### src/sv/tsp_pkg.sv
package tsp_pkg;

    // Field and register widths
    localparam int TSP_DAC_BITS = 12;
    localparam int LEVEL_W      = 12;
    localparam int RAMP_W       = 8;
    localparam int HOLD_W       = 10;
    localparam int SPEED_W      = 12;
    localparam int AMP_W        = 16;
    localparam int TICK_W       = 10;
    localparam int CFG_IDX_W    = 3;
    localparam int CFG_DATA_W   = 12;

    // Shared multiplier and divider sizes
    localparam int MUL_A_W   = 16;
    localparam int MUL_B_W   = 12;
    localparam int PROD_W    = MUL_A_W + MUL_B_W;
    localparam int QUOT_W    = PROD_W;
    localparam int DVSR_W    = 12;
    localparam int DIV_STEPS = QUOT_W / 2;
    localparam int DIV_CNT_W = $clog2(DIV_STEPS + 1);

    // Full-scale speed and full-scale DAC code
    localparam logic [SPEED_W-1:0] SPEED_FULL = 12'd2200;
    localparam logic [LEVEL_W-1:0] LEVEL_FULL = 12'd4095;

    typedef enum logic [1:0] {
        OP_START = 2'd0,
        OP_TICK  = 2'd1,
        OP_STOP  = 2'd2,
        OP_SLOW  = 2'd3
    } op_t;

    typedef enum logic [2:0] {
        PH_IDLE  = 3'd0,
        PH_UP    = 3'd1,
        PH_CONST = 3'd2,
        PH_DOWN  = 3'd3,
        PH_SLOW  = 3'd4
    } phase_t;

    typedef enum logic [CFG_IDX_W-1:0] {
        CFG_ZERO_LEVEL     = 3'd0,
        CFG_RAMP_TICKS     = 3'd1,
        CFG_HOLD_TICKS     = 3'd2,
        CFG_STANDARD_SPEED = 3'd3,
        CFG_SLOW_LEVEL     = 3'd4
    } cfg_idx_t;

    typedef enum logic [1:0] {
        ST_IDLE = 2'd0,
        ST_MUL  = 2'd1,
        ST_DIV  = 2'd2,
        ST_FIN  = 2'd3
    } ctrl_state_t;

    // Controller to datapath
    typedef struct packed {
        logic load_item;
        logic load_mul;
        logic div_step;
        logic commit;
    } tsp_cmd_t;

    // Datapath to controller
    typedef struct packed {
        logic need_math;
        logic div_last;
        logic out_free;
    } tsp_sts_t;

endpackage

### src/sv/tsp_div.sv
module tsp_div
    import tsp_pkg::*;
(
    input  logic              clk,
    input  logic              rst_n,
    input  logic              load,
    input  logic              step,
    input  logic [QUOT_W-1:0] dividend,
    input  logic [DVSR_W-1:0] divisor,
    output logic [QUOT_W-1:0] quot,
    output logic              rem_nz,
    output logic              last
);

    logic [QUOT_W-1:0]    quot_reg, quot_next;
    logic [DVSR_W-1:0]    rem_reg, rem_next;
    logic [DVSR_W-1:0]    dvsr_reg;
    logic [DIV_CNT_W-1:0] cnt_reg, cnt_next;

    logic [DVSR_W:0] trial1, trial2;
    logic [DVSR_W:0] part1, part2;
    logic            ge1, ge2;

    // Two restoring steps per cycle, dividend bits shift out at the top
    always_comb
    begin
        trial1 = {rem_reg, quot_reg[QUOT_W-1]};
        ge1    = trial1 >= {1'b0, dvsr_reg};
        part1  = ge1 ? trial1 - {1'b0, dvsr_reg} : trial1;
        trial2 = {part1[DVSR_W-1:0], quot_reg[QUOT_W-2]};
        ge2    = trial2 >= {1'b0, dvsr_reg};
        part2  = ge2 ? trial2 - {1'b0, dvsr_reg} : trial2;

        quot_next = {quot_reg[QUOT_W-3:0], ge1, ge2};
        rem_next  = part2[DVSR_W-1:0];
        cnt_next  = cnt_reg - DIV_CNT_W'(1);
    end

    // Step counter
    always_ff @(posedge clk or negedge rst_n)
    begin
        if (!rst_n)
        begin
            cnt_reg <= '0;
        end
        else if (load)
        begin
            cnt_reg <= DIV_CNT_W'(DIV_STEPS);
        end
        else if (step)
        begin
            cnt_reg <= cnt_next;
        end
    end

    // Working registers
    always_ff @(posedge clk)
    begin
        if (load)
        begin
            quot_reg <= dividend;
            rem_reg  <= '0;
            dvsr_reg <= divisor;
        end
        else if (step)
        begin
            quot_reg <= quot_next;
            rem_reg  <= rem_next;
        end
    end

    assign quot   = quot_reg;
    assign rem_nz = |rem_reg;
    assign last   = cnt_reg == DIV_CNT_W'(1);

endmodule

### src/sv/tsp_dp.sv
module tsp_dp
    import tsp_pkg::*;
#(
    parameter int DAC_BITS = TSP_DAC_BITS
)
(
    input  logic                  clk,
    input  logic                  rst_n,
    input  tsp_cmd_t              cmd,
    output tsp_sts_t              sts,
    input  logic                  cfg_we,
    input  logic [CFG_IDX_W-1:0]  cfg_index,
    input  logic [CFG_DATA_W-1:0] cfg_data,
    input  logic [1:0]            operation,
    input  logic [SPEED_W-1:0]    speed,
    input  logic                  direction,
    input  logic                  standard_mode,
    output logic                  out_valid,
    input  logic                  out_stall,
    output logic [DAC_BITS-1:0]   dac_value,
    output logic                  motor_on,
    output logic [2:0]            phase,
    output logic                  profile_done
);

    localparam int PT_W = QUOT_W + 1;
    localparam logic [PT_W-1:0] DacMax = PT_W'((64'd1 << DAC_BITS) - 64'd1);

    // Configuration registers
    logic [LEVEL_W-1:0] zero_level_reg;
    logic [RAMP_W-1:0]  ramp_ticks_reg;
    logic [HOLD_W-1:0]  hold_ticks_reg;
    logic [SPEED_W-1:0] std_speed_reg;
    logic [LEVEL_W-1:0] slow_level_reg;

    // Profile state
    phase_t             phase_reg, phase_next;
    logic [TICK_W-1:0]  tick_reg, tick_next;
    logic [AMP_W-1:0]   amp_reg, amp_next;
    logic               dir_reg, dir_next;
    logic               motor_reg, motor_next;

    // Latched item
    op_t                op_reg;
    logic [SPEED_W-1:0] speed_reg;
    logic               dir_in_reg;
    logic               std_reg;
    logic               sticky_reg;

    // Output register
    logic                out_valid_reg, out_valid_next;
    logic [DAC_BITS-1:0] dac_reg, dac_next;
    logic                motor_out_reg;
    phase_t              phase_out_reg;
    logic                done_reg, done_next;

    logic [RAMP_W-1:0]   r_eff;
    logic [TICK_W-1:0]   k_val;
    logic                start_right;
    logic [SPEED_W-1:0]  start_speed;
    logic [LEVEL_W-1:0]  start_lev;
    logic [MUL_A_W-1:0]  mul_a;
    logic [MUL_B_W-1:0]  mul_b;
    logic [PROD_W-1:0]   product;
    logic [QUOT_W-1:0]   dividend;
    logic [DVSR_W-1:0]   divisor;
    logic [QUOT_W-1:0]   quot;
    logic                rem_nz;
    logic                div_last;
    logic [PT_W-1:0]     left_sum;
    logic [PT_W-1:0]     right_ceil;
    logic [LEVEL_W-1:0]  right_diff;
    logic [DAC_BITS-1:0] point_dac;
    logic [TICK_W:0]     tick_inc;
    op_t                 op_in;

    assign r_eff = (ramp_ticks_reg == '0) ? RAMP_W'(1) : ramp_ticks_reg;
    assign op_in = op_t'(operation);

    // Profile fraction numerator for the current phase
    always_comb
    begin
        unique case (phase_reg)
            PH_UP:    k_val = tick_reg;
            PH_CONST: k_val = TICK_W'(r_eff);
            PH_DOWN:  k_val = (tick_reg < TICK_W'(r_eff)) ? TICK_W'(r_eff) - tick_reg : '0;
            default:  k_val = '0;
        endcase
    end

    // Operand selection for the shared multiplier
    always_comb
    begin
        start_right = std_reg | dir_in_reg;
        start_speed = std_reg ? std_speed_reg : speed_reg;
        start_lev   = start_right ? zero_level_reg : LEVEL_FULL - zero_level_reg;
        if (op_reg == OP_START)
        begin
            mul_a    = MUL_A_W'(start_speed);
            mul_b    = start_lev;
        end
        else
        begin
            mul_a    = amp_reg;
            mul_b    = MUL_B_W'(k_val);
        end
    end

    assign product = mul_a * mul_b;

    // Start: speed*level*16 / 2200; tick: (amp*k >> 4) / ramp, low bits kept as sticky
    always_comb
    begin
        if (op_reg == OP_START)
        begin
            dividend = {product[PROD_W-5:0], 4'b0000};
            divisor  = SPEED_FULL;
        end
        else
        begin
            dividend = {4'b0000, product[PROD_W-1:4]};
            divisor  = DVSR_W'(r_eff);
        end
    end

    tsp_div u_div
    (
        .clk      (clk),
        .rst_n    (rst_n),
        .load     (cmd.load_mul),
        .step     (cmd.div_step),
        .dividend (dividend),
        .divisor  (divisor),
        .quot     (quot),
        .rem_nz   (rem_nz),
        .last     (div_last)
    );

    // Profile point: floor for leftward, ceiling subtracted for rightward, then clamp
    always_comb
    begin
        left_sum   = PT_W'(zero_level_reg) + PT_W'(quot);
        right_ceil = PT_W'(quot) + PT_W'(rem_nz | sticky_reg);
        right_diff = zero_level_reg - right_ceil[LEVEL_W-1:0];
        if (!dir_reg)
        begin
            point_dac = (left_sum > DacMax) ? DacMax[DAC_BITS-1:0] : left_sum[DAC_BITS-1:0];
        end
        else if (right_ceil >= PT_W'(zero_level_reg))
        begin
            point_dac = '0;
        end
        else
        begin
            point_dac = (PT_W'(right_diff) > DacMax) ? DacMax[DAC_BITS-1:0]
                                                     : DAC_BITS'(right_diff);
        end
    end

    // Next profile state and result for the latched item
    always_comb
    begin
        phase_next = phase_reg;
        tick_next  = tick_reg;
        amp_next   = amp_reg;
        dir_next   = dir_reg;
        motor_next = motor_reg;
        dac_next   = DAC_BITS'(zero_level_reg);
        done_next  = 1'b0;
        tick_inc   = {1'b0, tick_reg} + (TICK_W+1)'(1);

        unique case (op_reg)
            OP_START:
            begin
                dir_next   = start_right;
                amp_next   = (|quot[QUOT_W-1:AMP_W]) ? '1 : quot[AMP_W-1:0];
                motor_next = 1'b1;
                phase_next = PH_UP;
                tick_next  = '0;
            end
            OP_STOP:
            begin
                motor_next = 1'b0;
                phase_next = PH_IDLE;
                tick_next  = '0;
            end
            OP_SLOW:
            begin
                dac_next   = DAC_BITS'(slow_level_reg);
                motor_next = 1'b1;
                phase_next = PH_SLOW;
                tick_next  = '0;
            end
            default:
            begin
                unique case (phase_reg)
                    PH_UP:
                    begin
                        dac_next  = point_dac;
                        tick_next = tick_inc[TICK_W-1:0];
                        if (tick_inc >= (TICK_W+1)'(r_eff))
                        begin
                            tick_next  = '0;
                            phase_next = (hold_ticks_reg == '0) ? PH_DOWN : PH_CONST;
                        end
                    end
                    PH_CONST:
                    begin
                        dac_next  = point_dac;
                        tick_next = tick_inc[TICK_W-1:0];
                        if (tick_inc >= (TICK_W+1)'(hold_ticks_reg))
                        begin
                            tick_next  = '0;
                            phase_next = PH_DOWN;
                        end
                    end
                    PH_DOWN:
                    begin
                        dac_next  = point_dac;
                        tick_next = tick_inc[TICK_W-1:0];
                        if (tick_inc >= (TICK_W+1)'(r_eff))
                        begin
                            tick_next  = '0;
                            phase_next = PH_IDLE;
                            motor_next = 1'b0;
                            done_next  = 1'b1;
                        end
                    end
                    PH_SLOW:
                    begin
                        dac_next = DAC_BITS'(slow_level_reg);
                    end
                    default:
                    begin
                        phase_next = PH_IDLE;
                    end
                endcase
            end
        endcase
    end

    // Configuration writes
    always_ff @(posedge clk or negedge rst_n)
    begin
        if (!rst_n)
        begin
            zero_level_reg <= 12'd2610;
            ramp_ticks_reg <= 8'd20;
            hold_ticks_reg <= 10'd120;
            std_speed_reg  <= 12'd1800;
            slow_level_reg <= 12'd2372;
        end
        else if (cfg_we)
        begin
            unique case (cfg_idx_t'(cfg_index))
                CFG_ZERO_LEVEL:     zero_level_reg <= cfg_data[LEVEL_W-1:0];
                CFG_RAMP_TICKS:     ramp_ticks_reg <= cfg_data[RAMP_W-1:0];
                CFG_HOLD_TICKS:     hold_ticks_reg <= cfg_data[HOLD_W-1:0];
                CFG_STANDARD_SPEED: std_speed_reg  <= cfg_data[SPEED_W-1:0];
                CFG_SLOW_LEVEL:     slow_level_reg <= cfg_data[LEVEL_W-1:0];
                default:            ;
            endcase
        end
    end

    // Profile state, updated when the result is committed
    always_ff @(posedge clk or negedge rst_n)
    begin
        if (!rst_n)
        begin
            phase_reg <= PH_IDLE;
            tick_reg  <= '0;
            amp_reg   <= '0;
            dir_reg   <= 1'b0;
            motor_reg <= 1'b0;
        end
        else if (cmd.commit)
        begin
            phase_reg <= phase_next;
            tick_reg  <= tick_next;
            amp_reg   <= amp_next;
            dir_reg   <= dir_next;
            motor_reg <= motor_next;
        end
    end

    // Item capture and sticky bit of the tick product
    always_ff @(posedge clk)
    begin
        if (cmd.load_item)
        begin
            op_reg     <= op_in;
            speed_reg  <= speed;
            dir_in_reg <= direction;
            std_reg    <= standard_mode;
        end
        if (cmd.load_mul)
        begin
            sticky_reg <= |product[3:0];
        end
    end

    // Output register
    always_comb
    begin
        if (cmd.commit)
        begin
            out_valid_next = 1'b1;
        end
        else if (!out_stall)
        begin
            out_valid_next = 1'b0;
        end
        else
        begin
            out_valid_next = out_valid_reg;
        end
    end

    always_ff @(posedge clk or negedge rst_n)
    begin
        if (!rst_n)
        begin
            out_valid_reg <= 1'b0;
        end
        else
        begin
            out_valid_reg <= out_valid_next;
        end
    end

    always_ff @(posedge clk)
    begin
        if (cmd.commit)
        begin
            dac_reg       <= dac_next;
            motor_out_reg <= motor_next;
            phase_out_reg <= phase_next;
            done_reg      <= done_next;
        end
    end

    // Status back to the controller
    assign sts.need_math = (op_in == OP_START) ||
                           ((op_in == OP_TICK) &&
                            (phase_reg == PH_UP || phase_reg == PH_CONST ||
                             phase_reg == PH_DOWN));
    assign sts.div_last  = div_last;
    assign sts.out_free  = !out_valid_reg || !out_stall;

    assign out_valid    = out_valid_reg;
    assign dac_value    = dac_reg;
    assign motor_on     = motor_out_reg;
    assign phase        = phase_out_reg;
    assign profile_done = done_reg;

    // A finished profile always leaves the motor off and the phase idle
    a_done_idle: assert property (@(posedge clk) disable iff (!rst_n)
        out_valid_reg && done_reg |-> phase_out_reg == PH_IDLE && !motor_out_reg)
        else $error("profile end without idle and motor off");

    // Any active phase drives the motor
    a_active_motor: assert property (@(posedge clk) disable iff (!rst_n)
        phase_reg != PH_IDLE |-> motor_reg)
        else $error("active phase with motor disabled");

    // No result is committed over one still waiting
    a_no_overwrite: assert property (@(posedge clk) disable iff (!rst_n)
        cmd.commit |-> !out_valid_reg || !out_stall)
        else $error("result overwritten while stalled");

endmodule

### src/sv/tsp_ctrl.sv
module tsp_ctrl
    import tsp_pkg::*;
(
    input  logic     clk,
    input  logic     rst_n,
    input  logic     in_valid,
    output logic     in_stall,
    input  tsp_sts_t sts,
    output tsp_cmd_t cmd
);

    ctrl_state_t state_reg, state_next;

    always_ff @(posedge clk or negedge rst_n)
    begin
        if (!rst_n)
        begin
            state_reg <= ST_IDLE;
        end
        else
        begin
            state_reg <= state_next;
        end
    end

    // Sequencing: accept, multiply, divide, commit
    always_comb
    begin
        state_next = state_reg;
        cmd        = '0;
        in_stall   = 1'b1;

        unique case (state_reg)
            ST_IDLE:
            begin
                in_stall = 1'b0;
                if (in_valid)
                begin
                    cmd.load_item = 1'b1;
                    state_next    = sts.need_math ? ST_MUL : ST_FIN;
                end
            end
            ST_MUL:
            begin
                cmd.load_mul = 1'b1;
                state_next   = ST_DIV;
            end
            ST_DIV:
            begin
                cmd.div_step = 1'b1;
                if (sts.div_last)
                begin
                    state_next = ST_FIN;
                end
            end
            ST_FIN:
            begin
                if (sts.out_free)
                begin
                    cmd.commit = 1'b1;
                    state_next = ST_IDLE;
                end
            end
            default:
            begin
                state_next = ST_IDLE;
            end
        endcase
    end

    // An accepted item always moves on to arithmetic or straight to commit
    a_accept_moves: assert property (@(posedge clk) disable iff (!rst_n)
        state_reg == ST_IDLE && in_valid |=> state_reg == ST_MUL || state_reg == ST_FIN)
        else $error("accepted transfer not processed");

    // The multiply cycle is always followed by the divider
    a_mul_div: assert property (@(posedge clk) disable iff (!rst_n)
        state_reg == ST_MUL |=> state_reg == ST_DIV)
        else $error("multiply not followed by divide");

    // Leaving the divider only on its last step
    a_div_exit: assert property (@(posedge clk) disable iff (!rst_n)
        state_reg == ST_DIV && !sts.div_last |=> state_reg == ST_DIV)
        else $error("divider left early");

endmodule

### src/sv/trapezoid_speed_profile_top.sv
// Channel  | Direction | Handshake           | Payload
// ---------+-----------+---------------------+----------------------------------------
// in       | input     | in_valid / in_stall | operation, speed, direction, standard_mode
// out      | output    | out_valid/out_stall | dac_value, motor_on, phase, profile_done
// cfg      | input     | cfg_we              | cfg_index, cfg_data
//
// Start and running-profile ticks pass through accept, one multiply, 14 divider steps
// (two quotient bits a cycle in the shared restoring divider) and commit.
// Stop, slow and ticks while idle or slow go straight from accept to commit.
// Reset (rst_n low, asynchronous) restores the register defaults, idle phase, motor off.
// in_stall is high while an item is in progress; the result sits in an output register,
// so the next item is taken while out_stall holds the previous result.
module trapezoid_speed_profile_top
    import tsp_pkg::*;
#(
    parameter int DAC_BITS = TSP_DAC_BITS
)
(
    input  logic                  clk,
    input  logic                  rst_n,
    input  logic                  cfg_we,
    input  logic [CFG_IDX_W-1:0]  cfg_index,
    input  logic [CFG_DATA_W-1:0] cfg_data,
    input  logic                  in_valid,
    output logic                  in_stall,
    input  logic [1:0]            operation,
    input  logic [SPEED_W-1:0]    speed,
    input  logic                  direction,
    input  logic                  standard_mode,
    output logic                  out_valid,
    input  logic                  out_stall,
    output logic [DAC_BITS-1:0]   dac_value,
    output logic                  motor_on,
    output logic [2:0]            phase,
    output logic                  profile_done
);

    tsp_cmd_t cmd;
    tsp_sts_t sts;

    tsp_ctrl u_ctrl
    (
        .clk      (clk),
        .rst_n    (rst_n),
        .in_valid (in_valid),
        .in_stall (in_stall),
        .sts      (sts),
        .cmd      (cmd)
    );

    tsp_dp #(
        .DAC_BITS (DAC_BITS)
    ) u_dp
    (
        .clk           (clk),
        .rst_n         (rst_n),
        .cmd           (cmd),
        .sts           (sts),
        .cfg_we        (cfg_we),
        .cfg_index     (cfg_index),
        .cfg_data      (cfg_data),
        .operation     (operation),
        .speed         (speed),
        .direction     (direction),
        .standard_mode (standard_mode),
        .out_valid     (out_valid),
        .out_stall     (out_stall),
        .dac_value     (dac_value),
        .motor_on      (motor_on),
        .phase         (phase),
        .profile_done  (profile_done)
    );

endmodule

### config.mk
export PLATFORM = sky130hd
export DESIGN_NAME = trapezoid_speed_profile_top
export DESIGN_NICKNAME = d
export VERILOG_FILES = /design/src/sv/tsp_pkg.sv /design/src/sv/tsp_div.sv /design/src/sv/tsp_dp.sv /design/src/sv/tsp_ctrl.sv /design/src/sv/trapezoid_speed_profile_top.sv
export SDC_FILE = /design/constraint.sdc
export NUM_CORES = 1
export LEC_CHECK = 0
export BUFFER_PORTS_ARGS = -buffer_cell sky130_fd_sc_hd__clkbuf_2
export CORE_MARGIN = 3
export CORE_UTILIZATION = 55
export DETAILED_ROUTE_END_ITERATION = 8
export GPL_TIMING_DRIVEN = 0
export PLACE_DENSITY = 0.79
export SYNTH_ARGS = -nofsm -noshare
export SYNTH_HDL_FRONTEND = slang
export SYNTH_SLANG_ARGS = --single-unit
### constraint.sdc
create_clock -name clk -period 22.6 [get_ports clk]
set_input_delay 3.39 -clock clk [delete_from_list [all_inputs] [get_ports clk]]
set_output_delay 3.39 -clock clk [all_outputs]
set_load 0.1 [all_outputs]
# Yosys cells after proc, flatten, opt, wreduce, memory -nomap -nowiden
# Index checks and enable logic that the tools add are counted.
# totals
register_bits	178
inputBits	36
output_inout_bits	19
elab_cells	146
# op_classes
addsub	9
n_mul	1
order_cmp	7
n_eq_ne	19
mux	49
bitwise	3
reduce_logical	32
# op_table
op	n
12-bit 2-to-1 mux	9
28-bit 2-to-1 mux	3
12-bit one-hot mux with 2 select lines	2
10-bit 2-to-1 mux	4
12-bit subtractor	3
16-bit 2-to-1 mux	2
10-bit one-hot mux with 3 select lines	1
12-bit by 28-bit adder with 29-bit output	1
28-bit by 29-bit adder with 29-bit output	1
29-bit by 12-bit greater-or-equal comparator with 1-bit output	1
29-bit by 12-bit greater-than comparator with 1-bit output, second input constant	1
16-bit by 12-bit multiplier with 28-bit output	1
13-bit by 12-bit greater-or-equal comparator with 1-bit output	2
12-bit OR reduction	2
10-bit one-hot mux with 2 select lines	1
2-bit AND reduction	7
1-bit 2-to-1 mux	13
3-bit by 2-bit == test with 1-bit output, second input constant	4
3-bit one-hot mux with 4 select lines	1
12-bit subtractor, first input constant	1
10-bit by 1-bit adder with 11-bit output, second input constant	1
11-bit by 10-bit greater-or-equal comparator with 1-bit output	1
11-bit by 8-bit greater-or-equal comparator with 1-bit output	1
10-bit logical NOT	1
31 further kinds	56

# Longest topological paths before layout
# logic_depth
ltp_word	9
depth_mapped	36
depth_no_buf	35

# Modules after synthesis
# Synthesis repeated with hierarchy kept, for this count alone.
# unflattened
cells_unflattened	2217
area_unflattened_um2	19550.0
# by_module_without_submodules
mod	instances	cells_per_inst	area_per_inst_um2	seq_area_each_um2
tsp_dp	1	1866	15792.6	3196.8
tsp_div	1	330	3563.4	1541.5
tsp_ctrl	1	21	193.9	50.0

# Worst setup path before layout
# No wires, ideal clock.
# synth_path
path_kind	reg2reg
from	reg u_dp.ramp_ticks_reg[2]
to	reg u_dp.u_div.quot_reg[21] (netlist: u_dp.u_div.quot[21]), data pin
setup_time_ps	257
arrival_ps	7786
t_required_ps	22343
slack_ps	14557
stages_incl_launch_ff	34
path_buffers	2
synth_period_minus_slack_ps	8043
cell_sequence	dfstp_2 > nor3_1 > a21o_1 > inv_1 > ha_1 > inv_1 > fa_1 > a21o_1 > a21oi_1 > o21ai_0 > a21oi_1 > o21ai_0 > and2_1 > clkbuf_1 > and4_1 > clkbuf_1 > o31ai_1 > fa_1 > inv_1 > fa_1 > fa_1 > fa_1 > inv_1 > fa_1 > inv_1 > ha_1 > and2_1 > a221oi_1 > nand2_1 > o211ai_1 > a31oi_1 > o21a_1 > or4_1 > a32o_1
# synth_via
elab_chain_cells	9
elab_cells_between_ends	10
cone_classes	1 x add/sub; 1 x mul; 1 x order compare; 6 x mux; 1 x reduce/logical
# synth_rtl
item	line	text
start: declaration	tsp_dp.sv:31	logic [RAMP_W-1:0] ramp_ticks_reg;
start signal: assignment	tsp_dp.sv:257	CFG_RAMP_TICKS: ramp_ticks_reg <= cfg_data[RAMP_W-1:0];
8-bit logical NOT (*)	tsp_dp.sv:77	assign r_eff = (ramp_ticks_reg == '0) ? RAMP_W'(1) : ramp_ticks_reg;
8-bit 2-to-1 mux (*)	tsp_dp.sv:77	
named net u_dp.r_eff[0]	tsp_dp.sv:57	logic [RAMP_W-1:0] r_eff;
8-bit by 10-bit subtractor with 10-bit output or 10-bit by 8-bit < comparator with 1-bit output (tied branches)	tsp_dp.sv:86	PH_DOWN: k_val = (tick_reg < TICK_W'(r_eff)) ? TICK_W'(r_eff) - tick_reg : '0;
10-bit 2-to-1 mux	tsp_dp.sv:86	
10-bit one-hot mux with 3 select lines (*)	tsp_dp.sv:83	unique case (phase_reg)
12-bit 2-to-1 mux (*)	tsp_dp.sv:97	if (op_reg == OP_START)
16-bit by 12-bit multiplier with 28-bit output (*)	tsp_dp.sv:109	assign product = mul_a * mul_b;
28-bit 2-to-1 mux (*)	tsp_dp.sv:114	if (op_reg == OP_START)
28-bit 2-to-1 mux (*)	tsp_div.sv:59	if (load)
end signal: assignment	tsp_div.sv:61	quot_reg <= dividend;
end signal: assignment	tsp_div.sv:67	quot_reg <= quot_next;
end: declaration	tsp_div.sv:15	logic [QUOT_W-1:0] quot_reg, quot_next;
# The timed path passes the listed nets; every way through them passes the cells marked *.
# A chain may end at the register's enable or synchronous reset.

# Final worst setup path
# layout_path
from	reg u_dp.ramp_ticks_reg[7]
to	reg u_dp.u_div.quot_reg[21] (netlist: u_dp.u_div.quot[21]), data pin
# Same word-level chain as after synthesis.

==> impl_summary.log <==
INFO  metric synthesis.area_per_instance = 8.71 um^2
INFO  metric boundaryPins = 55
INFO  metric grtUsageMet3 = 0.0559
INFO  metric ys_async_sr_fraction = 0.526
INFO  metric gp_congestion = 1.03
INFO  metric num_vias = 17,300
INFO  metric tritoncts.num_buffers = 17
INFO  metric grt-ovfl-total = 0
INFO  metric ys_top_cells_by_count = 269 x sky130_fd_sc_hd__inv_1, 253 x sky130_fd_sc_hd__nand2_1, 159 x sky130_fd_sc_hd__ha_1, 154 x sky130_fd_sc_hd__nor2_1, 145 x sky130_fd_sc_hd__fa_1
INFO  metric hold_violations = 0
INFO  metric finalNonFillerCells = 2,741
INFO  metric met2_usage = 0.511
INFO  metric worst_min_delay_path_class = reg2reg
INFO  metric cp-start-kind = flip-flop
INFO  metric synth-seq-cells = 175
INFO  metric share_of_the_synthesized_area_in_the_top_cell_type = 0.151
INFO  metric worst_ep_arrival_time = 10.20 ns
INFO  metric slowest_stage = sky130_fd_sc_hd__o21ai_1
INFO  metric fraction_of_layout_instances_using_a_drive_strength_above_1 = 0.0742
INFO  metric cts_num_sinks = 175
INFO  metric post-route-drc-count = 0
INFO  metric worst_skew_pair_later_pin_latency = 0.45 ns
INFO  metric regToRegSetupSlack = 12.60 ns
INFO  metric maxSlewViolCount = 0
INFO  metric place.port_buffers = 54
INFO  metric grt_first_pass_wirelength = 93.6 mm
INFO  metric finalSetupViolCount = 0
INFO  metric number_of_global_route_vias_before_repair = 16,800
INFO  metric drt-wirelength-per-cell = 21.6 um
INFO  metric slowest_delay = 0.85 ns
INFO  metric max-clock-path-buffers = 2
INFO  metric flow.area_growth_from_synthesis = 7.63%
INFO  metric outcome = completed
INFO  metric gr_busiest_metal = met2
INFO  metric dieWidth = 193 um
INFO  metric synth_cell_types = 86
INFO  metric clock.fmax = 0.100 GHz
INFO  metric die-height = 193 um
INFO  metric post_cts_buffers = 0
INFO  metric clock-root-buffer = sky130_fd_sc_hd__clkbuf_16
INFO  metric unrepaired_setup_endpoints_after_global_routing = no
INFO  metric synth_sequential_area_ratio = 0.245
INFO  metric route.detailed.vias_per_inst = 6.30
INFO  metric fp-row-count = 67
INFO  metric ys_warn_count = 0
INFO  metric critical_path_class = reg2reg
INFO  metric wirelength = 59.2 mm
INFO  metric cp_endpoint_kind = flip-flop
INFO  metric grt.total_usage = 0.328
INFO  metric fp.dieArea = 37,100 um^2
INFO  metric dpl.cell_count = 2,708
INFO  metric synth_top_area_cell = sky130_fd_sc_hd__fa_1
INFO  metric cts.hold.buffers_added = 0
INFO  metric synth_edf_count = 71
INFO  metric tns = 0 ns
INFO  metric max_slew_margin = 0.171
INFO  metric ys_flop_type = sky130_fd_sc_hd__dfrtp_1
INFO  metric globalRouteMet1Util = 0.458
INFO  metric tightestPinTransition = 1.24 ns
INFO  metric synth_area = 19,200 um^2
INFO  metric start_util = 0.564
INFO  metric cp_max_fo = 10
INFO  metric post_route_design_area = 20,600 um^2
INFO  metric count_of_cells_resized_by_post_cts_repair = 0
INFO  metric yosysMostFrequentCell = sky130_fd_sc_hd__inv_1
INFO  metric drv_cap = 0
INFO  metric fin_nets = 2,619
INFO  metric timing.final.crit_share = 0.443
INFO  metric finClkSkew = 0.0166 ns
INFO  metric largest_register_ffs = 28
INFO  metric drt_first_pass_iters = 6
INFO  metric first_drt_iteration_drcs = 2,041
INFO  metric final_period_minus_worst_setup_slack = 10.00 ns
INFO  metric core = 34,000 um^2
INFO  metric antenna_found_initial = 2
INFO  metric cts_tree = built
INFO  metric required = 22.80 ns
INFO  metric cts_htree_levels = 4
INFO  metric clk_pin_slew_worst_paths = 0.07 ns
INFO  metric syn_inst = 2,199
INFO  metric synth_top_cells_by_area = sky130_fd_sc_hd__fa_1 15%, sky130_fd_sc_hd__edfxtp_1 11%, sky130_fd_sc_hd__ha_1 10%, sky130_fd_sc_hd__dfrtp_1 9.5%, sky130_fd_sc_hd__inv_1 5.3%
INFO  metric final_core_util = 0.607
INFO  metric post_dp_cell_area = 20,000 um^2
INFO  metric worst_path_most_repeated_cell = sky130_fd_sc_hd__fa_1
INFO  metric antenna_left = 0
INFO  metric post-dp-hpwl = 47.1 mm
INFO  metric grt_max_degree = 67
logic make-up after synthesis:
group | Yosys count | share of synthesized area
flops | 175 | 0.245
other cells | 2 | 0.000392
mux | 70 | 0.0392
compound gates | 486 | 0.171
fa+ha+maj | 304 | 0.255
xor+xnor | 87 | 0.0398
buf+inv | 374 | 0.0741
simple gates | 701 | 0.175
routing by layer:
layer,vias to the layer above,routed length [um]
li1,7748,-
met1,8368,24500
met2,987,26500
met3,152,5930
met4,2,2240
met5,-,13
critical path: cells and delay by family, from the launching register on:
kind / cells / cell delay, ns
DFF: 1 / 0.52
buffers and inverters: 7 / 1.18
and+or+nand+nor: 6 / 1.44
adders and majority gates: 8 / 3.36
AOI/OAI and AO/OA: 13 / 3.24
final timing paths:
kind	start	to	cells past startpoint
max	u_dp.ramp_ticks_reg[7]	u_dp.u_div.quot[21]	34
min	u_dp.u_div.rem_reg[11]	u_dp.u_div.rem_reg[11]	2
max reg2reg	u_dp.ramp_ticks_reg[7]	u_dp.u_div.quot[21]	34
min reg2reg	u_dp.u_div.rem_reg[11]	u_dp.u_div.rem_reg[11]	2
max in group asynchronous	rst_n	u_dp.std_speed_reg[10]	2
min in group asynchronous	rst_n	u_dp.hold_ticks_reg[1]	1
through the flow:
step / setup WS, ns / hold slack, ns
6_report: 12.60 / 0.495
5_1_grt: 12.20 / 0.528
4_1_cts: 12.77 / 0.496
3_5_place_dp: 12.83 / 0.487
3_3_place_gp: 12.81 / 0.484
2_1_floorplan: 14.56 / 0.449
cell type report:
class                      count  area [um^2]
fill                        2961        13300
multi-input combinational   1656        13100
sequential                   175         4700
inverter                     270         1010
tap                          448          561
clock buffer                  19          443
buffer                       104          407
timing repair buffer          55          300
clock inverter                13          134
antenna                        1         2.50
layout by cell type, fill, tap and decap left out, drive strengths merged, types with 16 or more instances in the layout:
cell,netlist,layout
a31oi,29,29
dfrtp,73,73
nor3,38,38
nor4,20,20
o211ai,17,17
nor2,154,154
nor2b,34,34
o21ai,122,122
xor2,28,28
a21oi,98,98
dfstp,19,19
buf,17,18
a221oi,17,17
fa,145,145
nand2,253,253
inv,269,272
o21a,23,23
xnor2,59,59
a21o,26,26
nand4,17,17
and2,25,25
o22a,16,16
ha,159,159
nand2b,25,25
o31ai,17,17
mux2i,29,29
or3,17,17
edfxtp,71,71
nand3,50,50
mux2,41,41
clkbuf,87,160
Power is left out: the tool's default activity adds up to more than one toggle a clock period on the data nets, which glitch-free logic cannot reach.
